===== config.mk =====
export PLATFORM = sky130hd
export DESIGN_NAME = load_instruction_address_unit_top
export DESIGN_NICKNAME = d
export VERILOG_FILES = /design/src/hdl/lia_pkg.sv /design/src/hdl/lia_regfile.sv /design/src/hdl/lia_exec.sv /design/src/hdl/load_instruction_address_unit_top.sv
export SDC_FILE = /design/constraint.sdc
export NUM_CORES = 1
export LEC_CHECK = 0
export BUFFER_PORTS_ARGS = -buffer_cell sky130_fd_sc_hd__buf_4
export CORE_MARGIN = 2
export CORE_UTILIZATION = 35
export DETAILED_ROUTE_END_ITERATION = 10
export PLACE_DENSITY = 0.61
export SLEW_MARGIN = 20
export SYNTH_ARGS = -nofsm -noshare
export SYNTH_HDL_FRONTEND = slang
export SYNTH_SLANG_ARGS = --single-unit
export TNS_END_PERCENT = 100

===== constraint.sdc =====
create_clock -name clk_i -period 9.53 [get_ports clk_i]
set_clock_uncertainty 0.15 [all_clocks]
set_input_delay 1.906 -clock clk_i [delete_from_list [all_inputs] [get_ports clk_i]]
set_output_delay 1.906 -clock clk_i [all_outputs]
set_load 0.01 [all_outputs]

===== src/hdl/lia_pkg.sv =====
// ----------------------------------------------------------------------------
// lia_pkg
// Shared types, codes and constants of the load instruction address unit.
// ----------------------------------------------------------------------------
package lia_pkg;

  // Item phases of the multi-transfer instructions
  typedef enum logic [1:0] {
    PH_IDLE = 2'd0,
    PH_DATA = 2'd1,
    PH_PLO  = 2'd2,
    PH_PHI  = 2'd3
  } phase_e;

  // Addressing modes
  typedef enum logic [3:0] {
    M_BAD  = 4'd0,
    M_IMM  = 4'd1,
    M_ZP   = 4'd2,
    M_ZPX  = 4'd3,
    M_ZPY  = 4'd4,
    M_ABS  = 4'd5,
    M_ABSX = 4'd6,
    M_ABSY = 4'd7,
    M_INDX = 4'd8,
    M_INDY = 4'd9
  } mode_e;

  // Item kinds
  localparam logic KIND_INSTR = 1'b0;
  localparam logic KIND_DATA  = 1'b1;

  // Target register codes
  localparam logic [1:0] TGT_Y = 2'd0;
  localparam logic [1:0] TGT_A = 2'd1;
  localparam logic [1:0] TGT_X = 2'd2;

  // Base cycle counts
  localparam logic [2:0] CYC_IMM  = 3'd2;
  localparam logic [2:0] CYC_ZP   = 3'd3;
  localparam logic [2:0] CYC_ZPI  = 3'd4;
  localparam logic [2:0] CYC_ABS  = 3'd4;
  localparam logic [2:0] CYC_ABSP = 3'd5;
  localparam logic [2:0] CYC_INDX = 3'd6;
  localparam logic [2:0] CYC_INDY = 3'd5;

  typedef struct packed {
    logic       kind;
    logic [7:0] opcode;
    logic [7:0] operand_low;
    logic [7:0] operand_high;
    logic [7:0] read_data;
  } item_t;

  typedef struct packed {
    logic        read_request;
    logic [15:0] address;
    logic        done_res;
    logic [1:0]  target_reg;
    logic [7:0]  loaded_value;
    logic        negative_flag;
    logic        zero_flag;
    logic [2:0]  cycle_total;
    logic        error;
  } result_t;

  // Architectural and sequencing state. The pointer always lies in page zero.
  typedef struct packed {
    logic [7:0] acc;
    logic [7:0] x;
    logic [7:0] y;
    logic       neg;
    logic       zero;
    phase_e     phase;
    logic [1:0] pend_tgt;
    logic       indy;
    logic [7:0] ptr_addr;
    logic [7:0] ptr_low;
    logic [2:0] cyc;
  } state_t;

  localparam state_t STATE_RESET = '{
    acc:      8'h00,
    x:        8'h00,
    y:        8'h00,
    neg:      1'b0,
    zero:     1'b0,
    phase:    PH_IDLE,
    pend_tgt: 2'd0,
    indy:     1'b0,
    ptr_addr: 8'h00,
    ptr_low:  8'h00,
    cyc:      3'd0
  };

  function automatic mode_e mode_of(input logic [7:0] op);
    mode_e m;
    case (op)
      8'hA9, 8'hA2, 8'hA0: m = M_IMM;
      8'hA5, 8'hA6, 8'hA4: m = M_ZP;
      8'hB5, 8'hB4:        m = M_ZPX;
      8'hB6:               m = M_ZPY;
      8'hAD, 8'hAE, 8'hAC: m = M_ABS;
      8'hBD, 8'hBC:        m = M_ABSX;
      8'hB9, 8'hBE:        m = M_ABSY;
      8'hA1:               m = M_INDX;
      8'hB1:               m = M_INDY;
      default:             m = M_BAD;
    endcase
    return m;
  endfunction

endpackage


===== src/hdl/lia_regfile.sv =====
// ----------------------------------------------------------------------------
// lia_regfile
// A/X/Y, N/Z flags and instruction sequencing state, updated per item.
// ----------------------------------------------------------------------------
module lia_regfile (
  input  logic            clk_i,
  input  logic            rst_ni,
  input  logic            en_i,
  input  lia_pkg::state_t state_d_i,
  output lia_pkg::state_t state_q_o
);

  lia_pkg::state_t state_q;

  always_ff @(posedge clk_i or negedge rst_ni) begin
    if (!rst_ni) begin
      state_q <= lia_pkg::STATE_RESET;
    end else if (en_i) begin
      state_q <= state_d_i;
    end
  end

  assign state_q_o = state_q;

endmodule


===== src/hdl/lia_exec.sv =====
// ----------------------------------------------------------------------------
// lia_exec
// Combinational execute step: decode, address generation, register write.
// ----------------------------------------------------------------------------
module lia_exec (
  input  lia_pkg::item_t   item_i,
  input  lia_pkg::state_t  state_i,
  output lia_pkg::state_t  state_d_o,
  output lia_pkg::result_t res_o
);

  always_comb begin
    lia_pkg::mode_e   mode;
    lia_pkg::state_t  st;
    lia_pkg::result_t res;
    logic [7:0]       idx;
    logic [8:0]       sum9;
    logic             done_en;
    logic [1:0]       done_tgt;
    logic [7:0]       done_val;
    logic [2:0]       done_cyc;

    mode     = lia_pkg::mode_of(item_i.opcode);
    st       = state_i;
    res      = '0;
    idx      = 8'h00;
    sum9     = 9'd0;
    done_en  = 1'b0;
    done_tgt = item_i.opcode[1:0];
    done_val = item_i.operand_low;
    done_cyc = lia_pkg::CYC_IMM;

    if (item_i.kind == lia_pkg::KIND_INSTR) begin
      if (state_i.phase != lia_pkg::PH_IDLE) begin
        res.error = 1'b1;
      end else begin
        case (mode)
          lia_pkg::M_IMM: begin
            done_en = 1'b1;
          end
          lia_pkg::M_ZP, lia_pkg::M_ZPX, lia_pkg::M_ZPY: begin
            idx = (mode == lia_pkg::M_ZPX) ? state_i.x :
                  (mode == lia_pkg::M_ZPY) ? state_i.y : 8'h00;
            st.cyc = (mode == lia_pkg::M_ZP) ? lia_pkg::CYC_ZP : lia_pkg::CYC_ZPI;
            st.pend_tgt = item_i.opcode[1:0];
            st.phase = lia_pkg::PH_DATA;
            res.read_request = 1'b1;
            res.address = {8'h00, 8'(item_i.operand_low + idx)};
          end
          lia_pkg::M_ABS, lia_pkg::M_ABSX, lia_pkg::M_ABSY: begin
            idx = (mode == lia_pkg::M_ABSX) ? state_i.x :
                  (mode == lia_pkg::M_ABSY) ? state_i.y : 8'h00;
            sum9 = {1'b0, item_i.operand_low} + {1'b0, idx};
            st.cyc = sum9[8] ? lia_pkg::CYC_ABSP : lia_pkg::CYC_ABS;
            st.pend_tgt = item_i.opcode[1:0];
            st.phase = lia_pkg::PH_DATA;
            res.read_request = 1'b1;
            res.address = {8'(item_i.operand_high + {7'd0, sum9[8]}), sum9[7:0]};
          end
          lia_pkg::M_INDX, lia_pkg::M_INDY: begin
            st.pend_tgt = lia_pkg::TGT_A;
            if (mode == lia_pkg::M_INDX) begin
              st.ptr_addr = 8'(item_i.operand_low + state_i.x);
              st.indy = 1'b0;
              st.cyc = lia_pkg::CYC_INDX;
            end else begin
              st.ptr_addr = item_i.operand_low;
              st.indy = 1'b1;
              st.cyc = lia_pkg::CYC_INDY;
            end
            st.phase = lia_pkg::PH_PLO;
            res.read_request = 1'b1;
            res.address = {8'h00, st.ptr_addr};
          end
          default: begin
            res.error = 1'b1;
          end
        endcase
      end
    end else begin
      case (state_i.phase)
        lia_pkg::PH_DATA: begin
          st.phase = lia_pkg::PH_IDLE;
          done_en  = 1'b1;
          done_tgt = state_i.pend_tgt;
          done_val = item_i.read_data;
          done_cyc = state_i.cyc;
        end
        lia_pkg::PH_PLO: begin
          st.ptr_low = item_i.read_data;
          st.phase = lia_pkg::PH_PHI;
          res.read_request = 1'b1;
          res.address = {8'h00, 8'(state_i.ptr_addr + 8'd1)};
        end
        lia_pkg::PH_PHI: begin
          // (zp),Y adds Y across the page; carry bumps the high byte and the count
          sum9 = {1'b0, state_i.ptr_low} + {1'b0, (state_i.indy ? state_i.y : 8'h00)};
          if (sum9[8]) begin
            st.cyc = 3'(state_i.cyc + 3'd1);
          end
          st.phase = lia_pkg::PH_DATA;
          res.read_request = 1'b1;
          res.address = {8'(item_i.read_data + {7'd0, sum9[8]}), sum9[7:0]};
        end
        default: begin
          res.error = 1'b1;
        end
      endcase
    end

    if (done_en) begin
      case (done_tgt)
        lia_pkg::TGT_Y: st.y = done_val;
        lia_pkg::TGT_A: st.acc = done_val;
        default:        st.x = done_val;
      endcase
      st.neg  = done_val[7];
      st.zero = (done_val == 8'h00);
      res.done_res      = 1'b1;
      res.target_reg    = done_tgt;
      res.loaded_value  = done_val;
      res.negative_flag = done_val[7];
      res.zero_flag     = (done_val == 8'h00);
      res.cycle_total   = done_cyc;
    end

    state_d_o = st;
    res_o     = res;
  end

endmodule


===== src/hdl/load_instruction_address_unit_top.sv =====
// ----------------------------------------------------------------------------
// load_instruction_address_unit_top
// LDA/LDX/LDY execute unit with address generation and read sequencing.
// ----------------------------------------------------------------------------
// Usage:
//   Input channel (in_valid_i/in_ready_o) carries either a new instruction
//   (kind 0: opcode plus operand bytes) or a byte returned by memory for the
//   last read request (kind 1). Every input transfer produces exactly one
//   output transfer on out_valid_o/out_ready_i: a read request with its
//   address, a done record (target, value, N/Z, cycle count), or an error.
//   The caller answers each read request by sending the memory byte back as
//   a kind 1 item.
//   Path: an item is captured in the input register, executed by the
//   combinational execute step and captured in the result register.
//   Throughput: one item per cycle while the output is not stalled; the
//   input register and the result register are separate stages, with the
//   single execute step between them.
//   Reset: A, X, Y, N, Z and the sequencer clear; the unit starts idle with
//   both stages empty.
//   Output stall: the result holds until transferred; one further item waits
//   in the input register, after which in_ready_o drops.
// ----------------------------------------------------------------------------
module load_instruction_address_unit_top (
  input  logic        clk_i,
  input  logic        rst_ni,
  // input channel
  input  logic        in_valid_i,
  output logic        in_ready_o,
  input  logic        kind_i,
  input  logic [7:0]  opcode_i,
  input  logic [7:0]  operand_low_i,
  input  logic [7:0]  operand_high_i,
  input  logic [7:0]  read_data_i,
  // output channel
  output logic        out_valid_o,
  input  logic        out_ready_i,
  output logic        read_request_o,
  output logic [15:0] address_o,
  output logic        done_res_o,
  output logic [1:0]  target_reg_o,
  output logic [7:0]  loaded_value_o,
  output logic        negative_flag_o,
  output logic        zero_flag_o,
  output logic [2:0]  cycle_total_o,
  output logic        error_o
);

  lia_pkg::item_t   in_q;
  logic             in_vld_q;
  lia_pkg::result_t res_q;
  lia_pkg::result_t res_d;
  logic             out_vld_q;
  lia_pkg::state_t  state_q;
  lia_pkg::state_t  state_d;
  logic             advance;
  logic             in_xfer;

  // Execute the registered item when the result register is free or draining
  assign advance    = in_vld_q && (!out_vld_q || out_ready_i);
  assign in_ready_o = !in_vld_q || advance;
  assign in_xfer    = in_valid_i && in_ready_o;

  // Input register
  always_ff @(posedge clk_i or negedge rst_ni) begin
    if (!rst_ni) begin
      in_vld_q <= 1'b0;
    end else if (in_xfer) begin
      in_vld_q <= 1'b1;
    end else if (advance) begin
      in_vld_q <= 1'b0;
    end
  end

  always_ff @(posedge clk_i) begin
    if (in_xfer) begin
      in_q <= '{kind:         kind_i,
                opcode:       opcode_i,
                operand_low:  operand_low_i,
                operand_high: operand_high_i,
                read_data:    read_data_i};
    end
  end

  lia_exec u_exec (
    .item_i    (in_q),
    .state_i   (state_q),
    .state_d_o (state_d),
    .res_o     (res_d)
  );

  // State commits once per executed item, in item order
  lia_regfile u_regfile (
    .clk_i     (clk_i),
    .rst_ni    (rst_ni),
    .en_i      (advance),
    .state_d_i (state_d),
    .state_q_o (state_q)
  );

  // Result register
  always_ff @(posedge clk_i or negedge rst_ni) begin
    if (!rst_ni) begin
      out_vld_q <= 1'b0;
    end else if (advance) begin
      out_vld_q <= 1'b1;
    end else if (out_ready_i) begin
      out_vld_q <= 1'b0;
    end
  end

  always_ff @(posedge clk_i) begin
    if (advance) begin
      res_q <= res_d;
    end
  end

  assign out_valid_o     = out_vld_q;
  assign read_request_o  = res_q.read_request;
  assign address_o       = res_q.address;
  assign done_res_o      = res_q.done_res;
  assign target_reg_o    = res_q.target_reg;
  assign loaded_value_o  = res_q.loaded_value;
  assign negative_flag_o = res_q.negative_flag;
  assign zero_flag_o     = res_q.zero_flag;
  assign cycle_total_o   = res_q.cycle_total;
  assign error_o         = res_q.error;

  // Assertions
  a_kind_excl: assert property (@(posedge clk_i) disable iff (!rst_ni)
    out_valid_o |-> ($countones({read_request_o, done_res_o, error_o}) == 1))
    else $error("result is not exactly one of read, done, error");

  a_read_busy: assert property (@(posedge clk_i) disable iff (!rst_ni)
    (advance && res_d.read_request) |=> (state_q.phase != lia_pkg::PH_IDLE))
    else $error("read request issued but sequencer idle");

  a_done_idle: assert property (@(posedge clk_i) disable iff (!rst_ni)
    (advance && res_d.done_res) |=> (state_q.phase == lia_pkg::PH_IDLE))
    else $error("done issued but sequencer still busy");

  a_cyc_min: assert property (@(posedge clk_i) disable iff (!rst_ni)
    (out_valid_o && done_res_o) |-> (cycle_total_o >= lia_pkg::CYC_IMM))
    else $error("cycle total below minimum");

  a_stall_full: assert property (@(posedge clk_i) disable iff (!rst_ni)
    !in_ready_o |-> (in_vld_q && out_vld_q && !out_ready_i))
    else $error("input stalled with a free stage");

endmodule

==> results of run 1 <==
cell usage in the layout (no fill, tap or decap), types with 19 or more instances in the layout:
cell | synthesis | final
a21oi_1 | 25 | 25
a22o_1 | 20 | 20
buf_4 | 4 | 75
dfrtp_1 | 42 | 42
edfxtp_1 | 66 | 66
ha_1 | 37 | 37
mux2_2 | 41 | 41
nand2_1 | 40 | 40
nor2_1 | 44 | 44
o21ai_0 | 22 | 22
xor2_1 | 19 | 19
power by group through the flow:
stage / Clock (uW) / Sequential [uW] / Combinational (uW)
after CTS: 369 / 685 / 331
after global routing: 388 / 698 / 366
after floorplan: 0 / 646 / 240
after detailed placement: 0 / 696 / 329
after global placement: 0 / 695 / 321
final: 359 / 688 / 333
final cells by class:
class / count / share of cell area [%]
Inverter: 12 / 0.594
Clock inverter: 7 / 0.792
Multi-Input combinational cell: 447 / 44.4
Clock buffer: 9 / 2.97
Sequential cell: 108 / 40.0
Timing Repair Buffer: 75 / 7.42
Tap cell: 234 / 3.86
routing by layer:
metal / vias up / wire (microns) / share of wire [%]
met3: 21 / 1020 / 5.5
met2: 197 / 8700 / 47
li1: 2358 / - / -
met5: - / 0 / 0
met4: 0 / 342 / 1.8
met1: 2413 / 8490 / 46
per-stage QoR:
stage,power [uW],hold WS (ns),instances
6_report,1380,0.352,892
5_1_grt,1450,0.393,892
4_1_cts,1390,0.357,892
3_5_place_dp,1030,0.339,876
3_3_place_gp,1020,0.324,876
2_1_floorplan,886,0.307,588
worst max-delay path: cells and delay by family (launching register included):
kind	cells	cell delay (ns)
DFF	1	0.62
AOI/OAI and AO/OA	7	1.42
adders and majority gates	3	0.71
and+or+nand+nor	4	1.27
xor gates and xnor gates	1	0.15
worst max path at each step:
| stage | endpoint | cells after the start | slack (ns) |
|---|---|---|---|
| finish | address_o[14]$_DFFE_PP_ | 15 | 4.95 |
| global route | address_o[14]$_DFFE_PP_ | 14 | 4.66 |
| CTS | address_o[14]$_DFFE_PP_ | 14 | 4.82 |
| detailed placement | address_o[14]$_DFFE_PP_ | 14 | 4.84 |
| global placement | address_o[14]$_DFFE_PP_ | 14 | 4.97 |
| floorplan | in_ready_o | 1 | 5.36 |
sequential cells by signal, summed over array words and instances, names as in the netlist:
name,flops
out_valid_o,1
target_reg_o,2
cycle_total_o,3
read_request_o,1
zero_flag_o,1
u_regfile.state_q_o,40
in_vld_q,1
in_q,33
done_res_o,1
error_o,1
address_o,16
loaded_value_o,8
cells by family after synthesis:
| kind of cell | after synthesis | share of synthesized area (%) |
|---|---|---|
| fa+ha+maj | 41 | 8.28 |
| mux | 51 | 8.57 |
| compound gates | 141 | 15.3 |
| flops | 108 | 46.3 |
| buf+inv | 33 | 2.50 |
| xor+xnor | 32 | 4.48 |
| simple gates | 182 | 14.7 |
==> flow_metrics.tcl, run 1 <==
set metrics [dict create \
    regArea_sq_um 3030 \
    crit_top_cell "ha_1" \
    overflow 0 \
    crit_start "in_q[25]$_DFFE_PP_" \
    critPathKind "reg2reg" \
    synth_top_area_share_pct 30.2 \
    antenna_found_initial 0 \
    run_status "complete, no violations" \
    regToRegSetupSlack_ns 4.95 \
    initial_core_util_pct 35.4 \
    p_int_uw 927 \
    max_freq_mhz 218 \
    cts_buffers 9 \
    clockBufferDepth 2 \
    hold_violations 0 \
    postRouteAntennaNets 0 \
    pwr-share-clk_pct 26.0 \
    fp.dieArea_sq_um 19800 \
    synth_ff_type "edfxtp_1" \
    drt-total-wl_mm 18.5 \
    vias 4989 \
    wire_per_inst_microns 20.8 \
    min_path_cells 1 \
    use_met3_pct 2.92 \
    core_sq_um 18500 \
    synth_fp_nets 666 \
    top_usage_layer "met2" \
    leakage_uw 0.00317 \
    cts_tree "built" \
    seq_area_frac_synth_pct 46.3 \
    dieWidth_microns 141 \
    peakVddDrop_mv 0.113 \
    ys_seq_elements 108 \
    post-cts-setup-buffers 0 \
    cts.sinks 108 \
    final_nets 731 \
    via_per_inst 5.59 \
    cts_resized 0 \
    drc_errors 0 \
    layout_setup_ws_ns 4.95 \
    io-pin-count 73 \
    switching_share_pct 32.9 \
    postLayoutCoreUtil_pct 41.0 \
    synth_top_area_cell "edfxtp_1" \
    worstSetupEndpointType "flop" \
    maxSlewViolCount 0 \
    min_from "in_vld_q$_DFFE_PN0P_" \
    critPathLaunchType "flop" \
    worst-path-max-fanout 15 \
    drive_gt1_share_pct 22.3 \
    cp.required_ns 9.48 \
    synth_cells 588 \
    reg2reg_from "in_q[25]$_DFFE_PP_" \
    htree_num_levels 3 \
    first_pass_iters 6 \
    worstHoldPathType "reg2reg" \
    hold_end "out_valid_o$_DFFE_PN0P_" \
    reg2reg_depth 15 \
    dieHeight_microns 141 \
    combPwrFrac_pct 24.1 \
    grt_pass1_wl_mm 28.5 \
    port_buffers 72 \
    pre_cts_slack_ns 4.84 \
    synthArstFlopShare_pct 38.9 \
    num_rows 50 \
    yosysWarnings 0 \
    grt_pass1_vias 4844 \
    p_seq_share_pct 49.9 \
    worstPathCellList "nor2b_1 > a22oi_1 > nor3_1 > a22o_1 > ha_1 > a21oi_1 > a21boi_0 > o21a_1 > o41a_1 > ha_1 > ha_1 > and3_1 > nand3_1 > xor2_1 > o22ai_1" \
    ys_top_cells_by_area "edfxtp_1 30%, dfrtp_1 16%, ha_1 7.1%" \
    dpl.hpwl_mm 14.0 \
    period_needed_ns 4.58 \
    first_iter_violations 537 \
    worst_slew_pin_slew_ns 0.905 \
    cts-root-buf "clkbuf_16" \
    fin_area_sq_um 7590 \
    gp_congestion 0.909 \
    cpMaxStageDelayCell "nor3_1" \
    use_met2_pct 30.3 \
    avgSynthCellArea_sq_um 11.2 \
    grt_max_degree 43 \
    synth_most_common_cell "edfxtp_1" \
    critPathMaxStageDelay_ns 0.72 \
    setup_tns_ns 0 \
    synth_cell_types 68 \
    fill_cells 1817 \
    cp.arrival_ns 4.53 \
    clkLatencyLatePin_ns 0.35 \
    period_share_pct 48.1 \
    placed_area_sq_um 7290 \
    timing.rr.end "address_o[14]$_DFFE_PP_" \
    maxCapViolations 0 \
    synth_area_sq_um 6560 \
    synth.cells.most_frequent "66 x edfxtp_1, 44 x nor2_1, 42 x dfrtp_1, 41 x mux2_2, 40 x nand2_1" \
    use_met1_pct 27.1 \
    setup_viol 0 \
    multi_input_area_sq_um 3370 \
    rsz0062_at_grt "false" \
    clk_pin_slew_ns 0.07 \
    cts_hold_buf 0 \
    synth_edf_count 66 \
    track_usage_pct 19.0 \
    max_slew_margin_pct 39.6 \
    antennaDiodeCount 0 \
    area_growth_pct 15.7 \
    switchingPower_uw 454 \
    power.density_nw_per_um2 182 \
]
(Power assumes the default switching activity.)
==> inputs of run 2 (changes only) <==
- clock period: 9.53 -> 4.5 ns (I/O delays scaled with it)
==> run 2 against run 1 <==
  * Die area is the same
  * Critical endpoint unchanged
  * Critical path depth increased by 2
  * Worst hold slack better by 0.010 ns
==> flow_metrics.tcl, run 2 (synthesis results as in run 1) <==
set metrics [dict create \
    run_status "complete, no violations" \
    first_iter_violations 529 \
    cts.sinks 108 \
    critPathMaxStageDelay_ns 0.51 \
    dieWidth_microns 141 \
    min_path_cells 1 \
    switching_share_pct 32.6 \
    gp_congestion 0.911 \
    cts-root-buf "clkbuf_16" \
    clkLatencyLatePin_ns 0.36 \
    power.density_nw_per_um2 384 \
    p_int_uw 1980 \
    overflow 0 \
    antenna_found_initial 0 \
    grt_pass1_vias 5048 \
    grt_max_degree 43 \
    placed_area_sq_um 7370 \
    largest_reg_flops 40 \
    max_freq_mhz 241 \
    period_share_pct 92.3 \
    routed.top_layer "met4" \
    worstSetupEndpointType "flop" \
    via_per_inst 5.63 \
    clockBufferDepth 2 \
    p_seq_share_pct 49.5 \
    setup_viol 0 \
    first_pass_iters 5 \
    drc_errors 0 \
    fp.dieArea_sq_um 19800 \
    layout_commonest_cell "buf_4" \
    combPwrFrac_pct 24.6 \
    num_rows 50 \
    mostFrequentLayoutCells "85 x buf_4, 66 x edfxtp_1, 44 x nor2_1, 42 x dfrtp_1, 41 x mux2_2" \
    critPathLaunchType "flop" \
    vias 5076 \
    peakVddDrop_mv 0.190 \
    port_buffers 72 \
    dpl.hpwl_mm 14.4 \
    leakage_uw 0.00322 \
    worst-path-max-fanout 9 \
    initial_core_util_pct 35.4 \
    core_sq_um 18500 \
    fill_cells 1766 \
    dieHeight_microns 141 \
    maxCapViolations 0 \
    post-cts-setup-buffers 0 \
    fin_area_sq_um 7650 \
    switchingPower_uw 957 \
    hold_violations 0 \
    crit_top_cell "ha_1" \
    antennaDiodeCount 0 \
    met2WireLength_mm 8.76 \
    area_growth_pct 16.7 \
    worst_slew_pin_slew_ns 0.892 \
    cp.required_ns 4.45 \
    cts_tree "built" \
    drive_gt1_share_pct 23.4 \
    wl_met3_microns 990 \
    rsz0062_at_grt "false" \
    critPathKind "reg2reg" \
    htree_num_levels 3 \
    cts_resized 0 \
    clk_pin_slew_ns 0.07 \
    track_usage_pct 19.2 \
    cts_hold_buf 0 \
    period_needed_ns 4.16 \
    maxSlewViolCount 0 \
    cts_buffers 9 \
    cp.arrival_ns 4.10 \
    grt_pass1_wl_mm 28.7 \
    drt-total-wl_mm 18.8 \
    pwr-share-clk_pct 25.9 \
    max_slew_margin_pct 40.5 \
    reg2reg_depth 17 \
    met1_length_mm 8.69 \
    io-pin-count 73 \
    setup_tns_ns 0 \
    worstHoldPathType "reg2reg" \
    worstPathCellList "nor2b_1 > a22oi_1 > nor3_1 > buf_4 > a22o_1 > ha_1 > fa_1 > nand3_1 > a21boi_0 > o21a_1 > o41a_1 > ha_1 > ha_1 > and3_1 > nand3_1 > xor2_1 > o22ai_1" \
    wire_per_inst_microns 20.9 \
    cpMaxStageDelayCell "edfxtp_1" \
    final_nets 741 \
    postRouteAntennaNets 0 \
]
## run 2: path summary, 6_finish.rpt
kind                                      start                                   to  slack (ns)
max                          in_q[26]$_DFFE_PP_              address_o[14]$_DFFE_PP_        0.34
min                        in_vld_q$_DFFE_PN0P_              out_valid_o$_DFFE_PN0P_        0.36
max reg2reg                  in_q[26]$_DFFE_PP_              address_o[14]$_DFFE_PP_        0.34
min reg2reg                in_vld_q$_DFFE_PN0P_              out_valid_o$_DFFE_PN0P_        0.36
max in group asynchronous                rst_ni  u_regfile.state_q_o[34]$_DFFE_PN0P_        3.42
min in group asynchronous                rst_ni   u_regfile.state_q_o[7]$_DFFE_PN0P_        0.38
## run 2: cell type report
class	count	area [sq um]	share of cell area, %
well taps	234	293	3.82
inverters	12	45.0	0.588
clock buffers	10	239	3.12
flip-flops and latches	108	3030	39.6
multi-input cells	447	3360	43.9
clock inverters	6	46.3	0.605
repair buffers	85	638	8.34
## run 2: routing by layer
layer / GRT usage (%) / vias up
met5: 0 / -
met4: 5.84 / 0
met3: 3.19 / 28
met2: 31.1 / 181
met1: 26.7 / 2497
li1: - / 2370
## run 2: power by group through the flow
| stage | Sequential [uW] | Combinational (uW) | Clock, uW |
|---|---|---|---|
| after CTS | 1450 | 724 | 780 |
| final | 1450 | 723 | 760 |
| after floorplan | 1370 | 508 | 0 |
| after global placement | 1470 | 701 | 0 |
| after detailed placement | 1470 | 721 | 0 |
| after global routing | 1470 | 801 | 813 |
## run 2: metrics by stage
stage          hold slack (ns)  instances  total power (uW)  worst slack, ns  utilization [%]
2_1_floorplan            0.307        588              1880            0.490                -
3_3_place_gp             0.327        886              2170            0.390             39.8
3_5_place_dp             0.353        886              2190            0.386             39.8
4_1_cts                  0.361        902              2950            0.364             41.3
5_1_grt                  0.392        902              3090           0.0859             41.3
6_report                 0.362        902              2940            0.344             41.3
## run 2: worst max-delay path, delay by kind of cell, from the launching register on
| family | cells | cell delay, ns |
|---|---|---|
| simple gates | 5 | 0.68 |
| compound gates | 6 | 1.16 |
| xor+xnor | 1 | 0.15 |
| fa+ha+maj | 4 | 1.08 |
| buf+inv | 1 | 0.16 |
| flops | 1 | 0.51 |
==> inputs of run 3 (changes only) <==
- ABC_AREA: default -> 1
==> run 3 against run 2 <==
  * Area after synthesis rose by 2.2%
  * Worst hold slack got worse by 0.027 ns
  * Global-route usage fell by 0.37 points
  * First-iteration DRC count is 23% lower
  * Sequential power up 3%
  * Via count grew 10%
  * Wire length down 3.6%
  * Synthesized cell count rose by 34%
  * Sequential share of layout area decreased by 0.76 points
  * Setup slack improved by 0.62 ns
  * Largest power group unchanged
==> flow_metrics.tcl, run 3 <==
set metrics [dict create \
    run_status "complete, no violations" \
    postRouteAntennaNets 0 \
    critPathKind "reg2reg" \
    cp.required_ns 4.47 \
    hold_violations 0 \
    regToRegSetupSlack_ns 0.97 \
    hold_end "u_regfile.state_q_o[14]$_DFFE_PN0P_" \
    htree_num_levels 3 \
    grt_pass1_vias 5358 \
    multi_input_area_sq_um 3210 \
    io-pin-count 73 \
    synth_top_area_cell "edfxtp_1" \
    synth.cells.most_frequent "225 x nand2_1, 92 x inv_1, 66 x edfxtp_1, 65 x nand3_1, 42 x dfrtp_1" \
    overflow 0 \
    gp_congestion 0.957 \
    min_path_cells 2 \
    synth_edf_count 66 \
    switching_share_pct 35.7 \
    worstSetupEndpointType "flop" \
    placed_area_sq_um 7490 \
    clockBufferDepth 2 \
    rsz0062_at_grt "false" \
    peakVddDrop_mv 0.192 \
    worstHoldPathType "reg2reg" \
    vias 5589 \
    cts_tree "built" \
    leakage_uw 0.00373 \
    core_sq_um 18800 \
    place_inst 1089 \
    p_seq_share_pct 44.9 \
    via_per_inst 5.06 \
    antennaDiodeCount 0 \
    maxCapViolations 0 \
    port_buffers 72 \
    fp.dieArea_sq_um 20300 \
    period_needed_ns 3.53 \
    synth_top_area_share_pct 29.6 \
    drc_errors 0 \
    mostFrequentLayoutCells "225 x nand2_1, 92 x inv_1, 76 x buf_4, 66 x edfxtp_1, 65 x nand3_1" \
    drt-total-wl_mm 18.1 \
    combPwrFrac_pct 29.4 \
    drive_gt1_share_pct 17.5 \
    timing.rr.end "address_o[14]$_DFFE_PP_" \
    track_usage_pct 18.9 \
    fin_area_sq_um 7800 \
    power.density_nw_per_um2 426 \
    grt_pass1_wl_mm 28.9 \
    synth_most_common_cell "nand2_1" \
    largest_reg_flops 40 \
    setup_tns_ns 0 \
    cts_buffers 9 \
    max_freq_mhz 283 \
    post-cts-setup-buffers 0 \
    regArea_sq_um 3030 \
    synth_area_sq_um 6700 \
    ys_top_cells_by_area "edfxtp_1 30%, dfrtp_1 16%, nand2_1 13%" \
    cts-root-buf "clkbuf_16" \
    avgSynthCellArea_sq_um 8.49 \
    synth_fp_nets 867 \
    synthArstFlopShare_pct 38.9 \
    initial_core_util_pct 35.7 \
    synth_cells 789 \
    yosysWarnings 0 \
    grt_max_degree 43 \
    worst_slew_pin_slew_ns 0.852 \
    totalPowerFinal_uw 3320 \
    period_share_pct 78.5 \
    first_pass_iters 5 \
    num_rows 50 \
    wire_per_inst_microns 16.4 \
    dieWidth_microns 142 \
    cts.sinks 108 \
    pwr-share-clk_pct 25.7 \
    final_nets 944 \
    worst-path-max-fanout 9 \
    stdcell_count 1105 \
    cts_hold_buf 0 \
    max_slew_margin_pct 43.0 \
    cp.arrival_ns 3.51 \
    area_growth_pct 16.5 \
    cts_resized 0 \
    clkLatencyLatePin_ns 0.37 \
    fill_cells 1886 \
    seq_area_frac_synth_pct 45.3 \
    switchingPower_uw 1180 \
    min_from "u_regfile.state_q_o[14]$_DFFE_PN0P_" \
    ys_seq_elements 108 \
    layout_commonest_cell "nand2_1" \
    first_iter_violations 405 \
    dieHeight_microns 142 \
    antenna_found_initial 0 \
    maxSlewViolCount 0 \
    critPathLaunchType "flop" \
    synth_cell_types 41 \
    clk_pin_slew_ns 0.08 \
    reg2reg_from "in_q[25]$_DFFE_PP_" \
    reg2reg_depth 17 \
    dpl.hpwl_mm 14.1 \
    p_int_uw 2140 \
    setup_viol 0 \
    synth_ff_type "edfxtp_1" \
]
## run 3: power by group through the flow
stage / Combinational, uW / Sequential (uW) / Clock, uW
5_1_grt: 1100 / 1520 / 897
3_3_place_gp: 962 / 1510 / 0
6_report: 976 / 1490 / 854
2_1_floorplan: 665 / 1450 / 0
3_5_place_dp: 972 / 1510 / 0
4_1_cts: 979 / 1490 / 869
## run 3: through the flow
stage | util, % | worst slack [ns] | hold slack [ns]
after floorplan | - | 1.33 | 0.303
after global placement | 39.9 | 1.03 | 0.319
after detailed placement | 39.9 | 0.965 | 0.325
after CTS | 41.6 | 0.963 | 0.343
after global routing | 41.6 | 0.649 | 0.386
final | 41.6 | 0.967 | 0.335
## run 3: logic make-up after synthesis
kind of cell,Yosys count,synth area share (%)
simple gates,389,26.0
compound gates,117,10.3
buf+inv,111,6.78
flops,108,45.3
fa+ha+maj,41,8.10
xor+xnor,15,1.96
mux,8,1.59
## run 3: per-layer routing
layer | vias to the layer above | share of wire (%) | global-route usage [%]
met5 | - | 0 | 0
li1 | 2807 | - | -
met1 | 2611 | 46 | 25.8
met4 | 0 | 2.6 | 7.35
met2 | 141 | 46 | 30.2
met3 | 30 | 4.6 | 2.89
## run 3: layout make-up
type / instances / area share (%)
Multi-Input combinational cell: 570 / 41.2
Sequential cell: 108 / 38.9
Timing Repair Buffer: 76 / 7.31
Inverter: 101 / 4.86
Tap cell: 234 / 3.75
Clock buffer: 11 / 3.24
Clock inverter: 5 / 0.818
## run 3: how the worst max path moves through the flow
stage,start,to,cells past startpoint
2_1_floorplan,in_q[25]$_DFFE_PP_,address_o[14]$_DFFE_PP_,19
3_3_place_gp,in_q[25]$_DFFE_PP_,address_o[14]$_DFFE_PP_,17
3_5_place_dp,in_q[25]$_DFFE_PP_,address_o[14]$_DFFE_PP_,17
4_1_cts,in_q[25]$_DFFE_PP_,address_o[14]$_DFFE_PP_,17
5_1_grt,in_q[30]$_DFFE_PP_,address_o[15]$_DFFE_PP_,17
6_report,in_q[25]$_DFFE_PP_,address_o[14]$_DFFE_PP_,17
## run 3: worst max-delay path, stage by stage (launching register included)
cell and delay, ns:
edfxtp_1 0.42, inv_2 0.08, nand2_2 0.06, inv_2 0.05, o211ai_2 0.39, o22ai_1 0.14
ha_1 0.24, fa_1 0.44, nand3_1 0.11, nand2_1 0.09, nand4_1 0.08, nand3_1 0.12
ha_1 0.22, ha_1 0.21, nand3_1 0.12, nand3b_1 0.13, xor2_1 0.15, o22ai_1 0.09
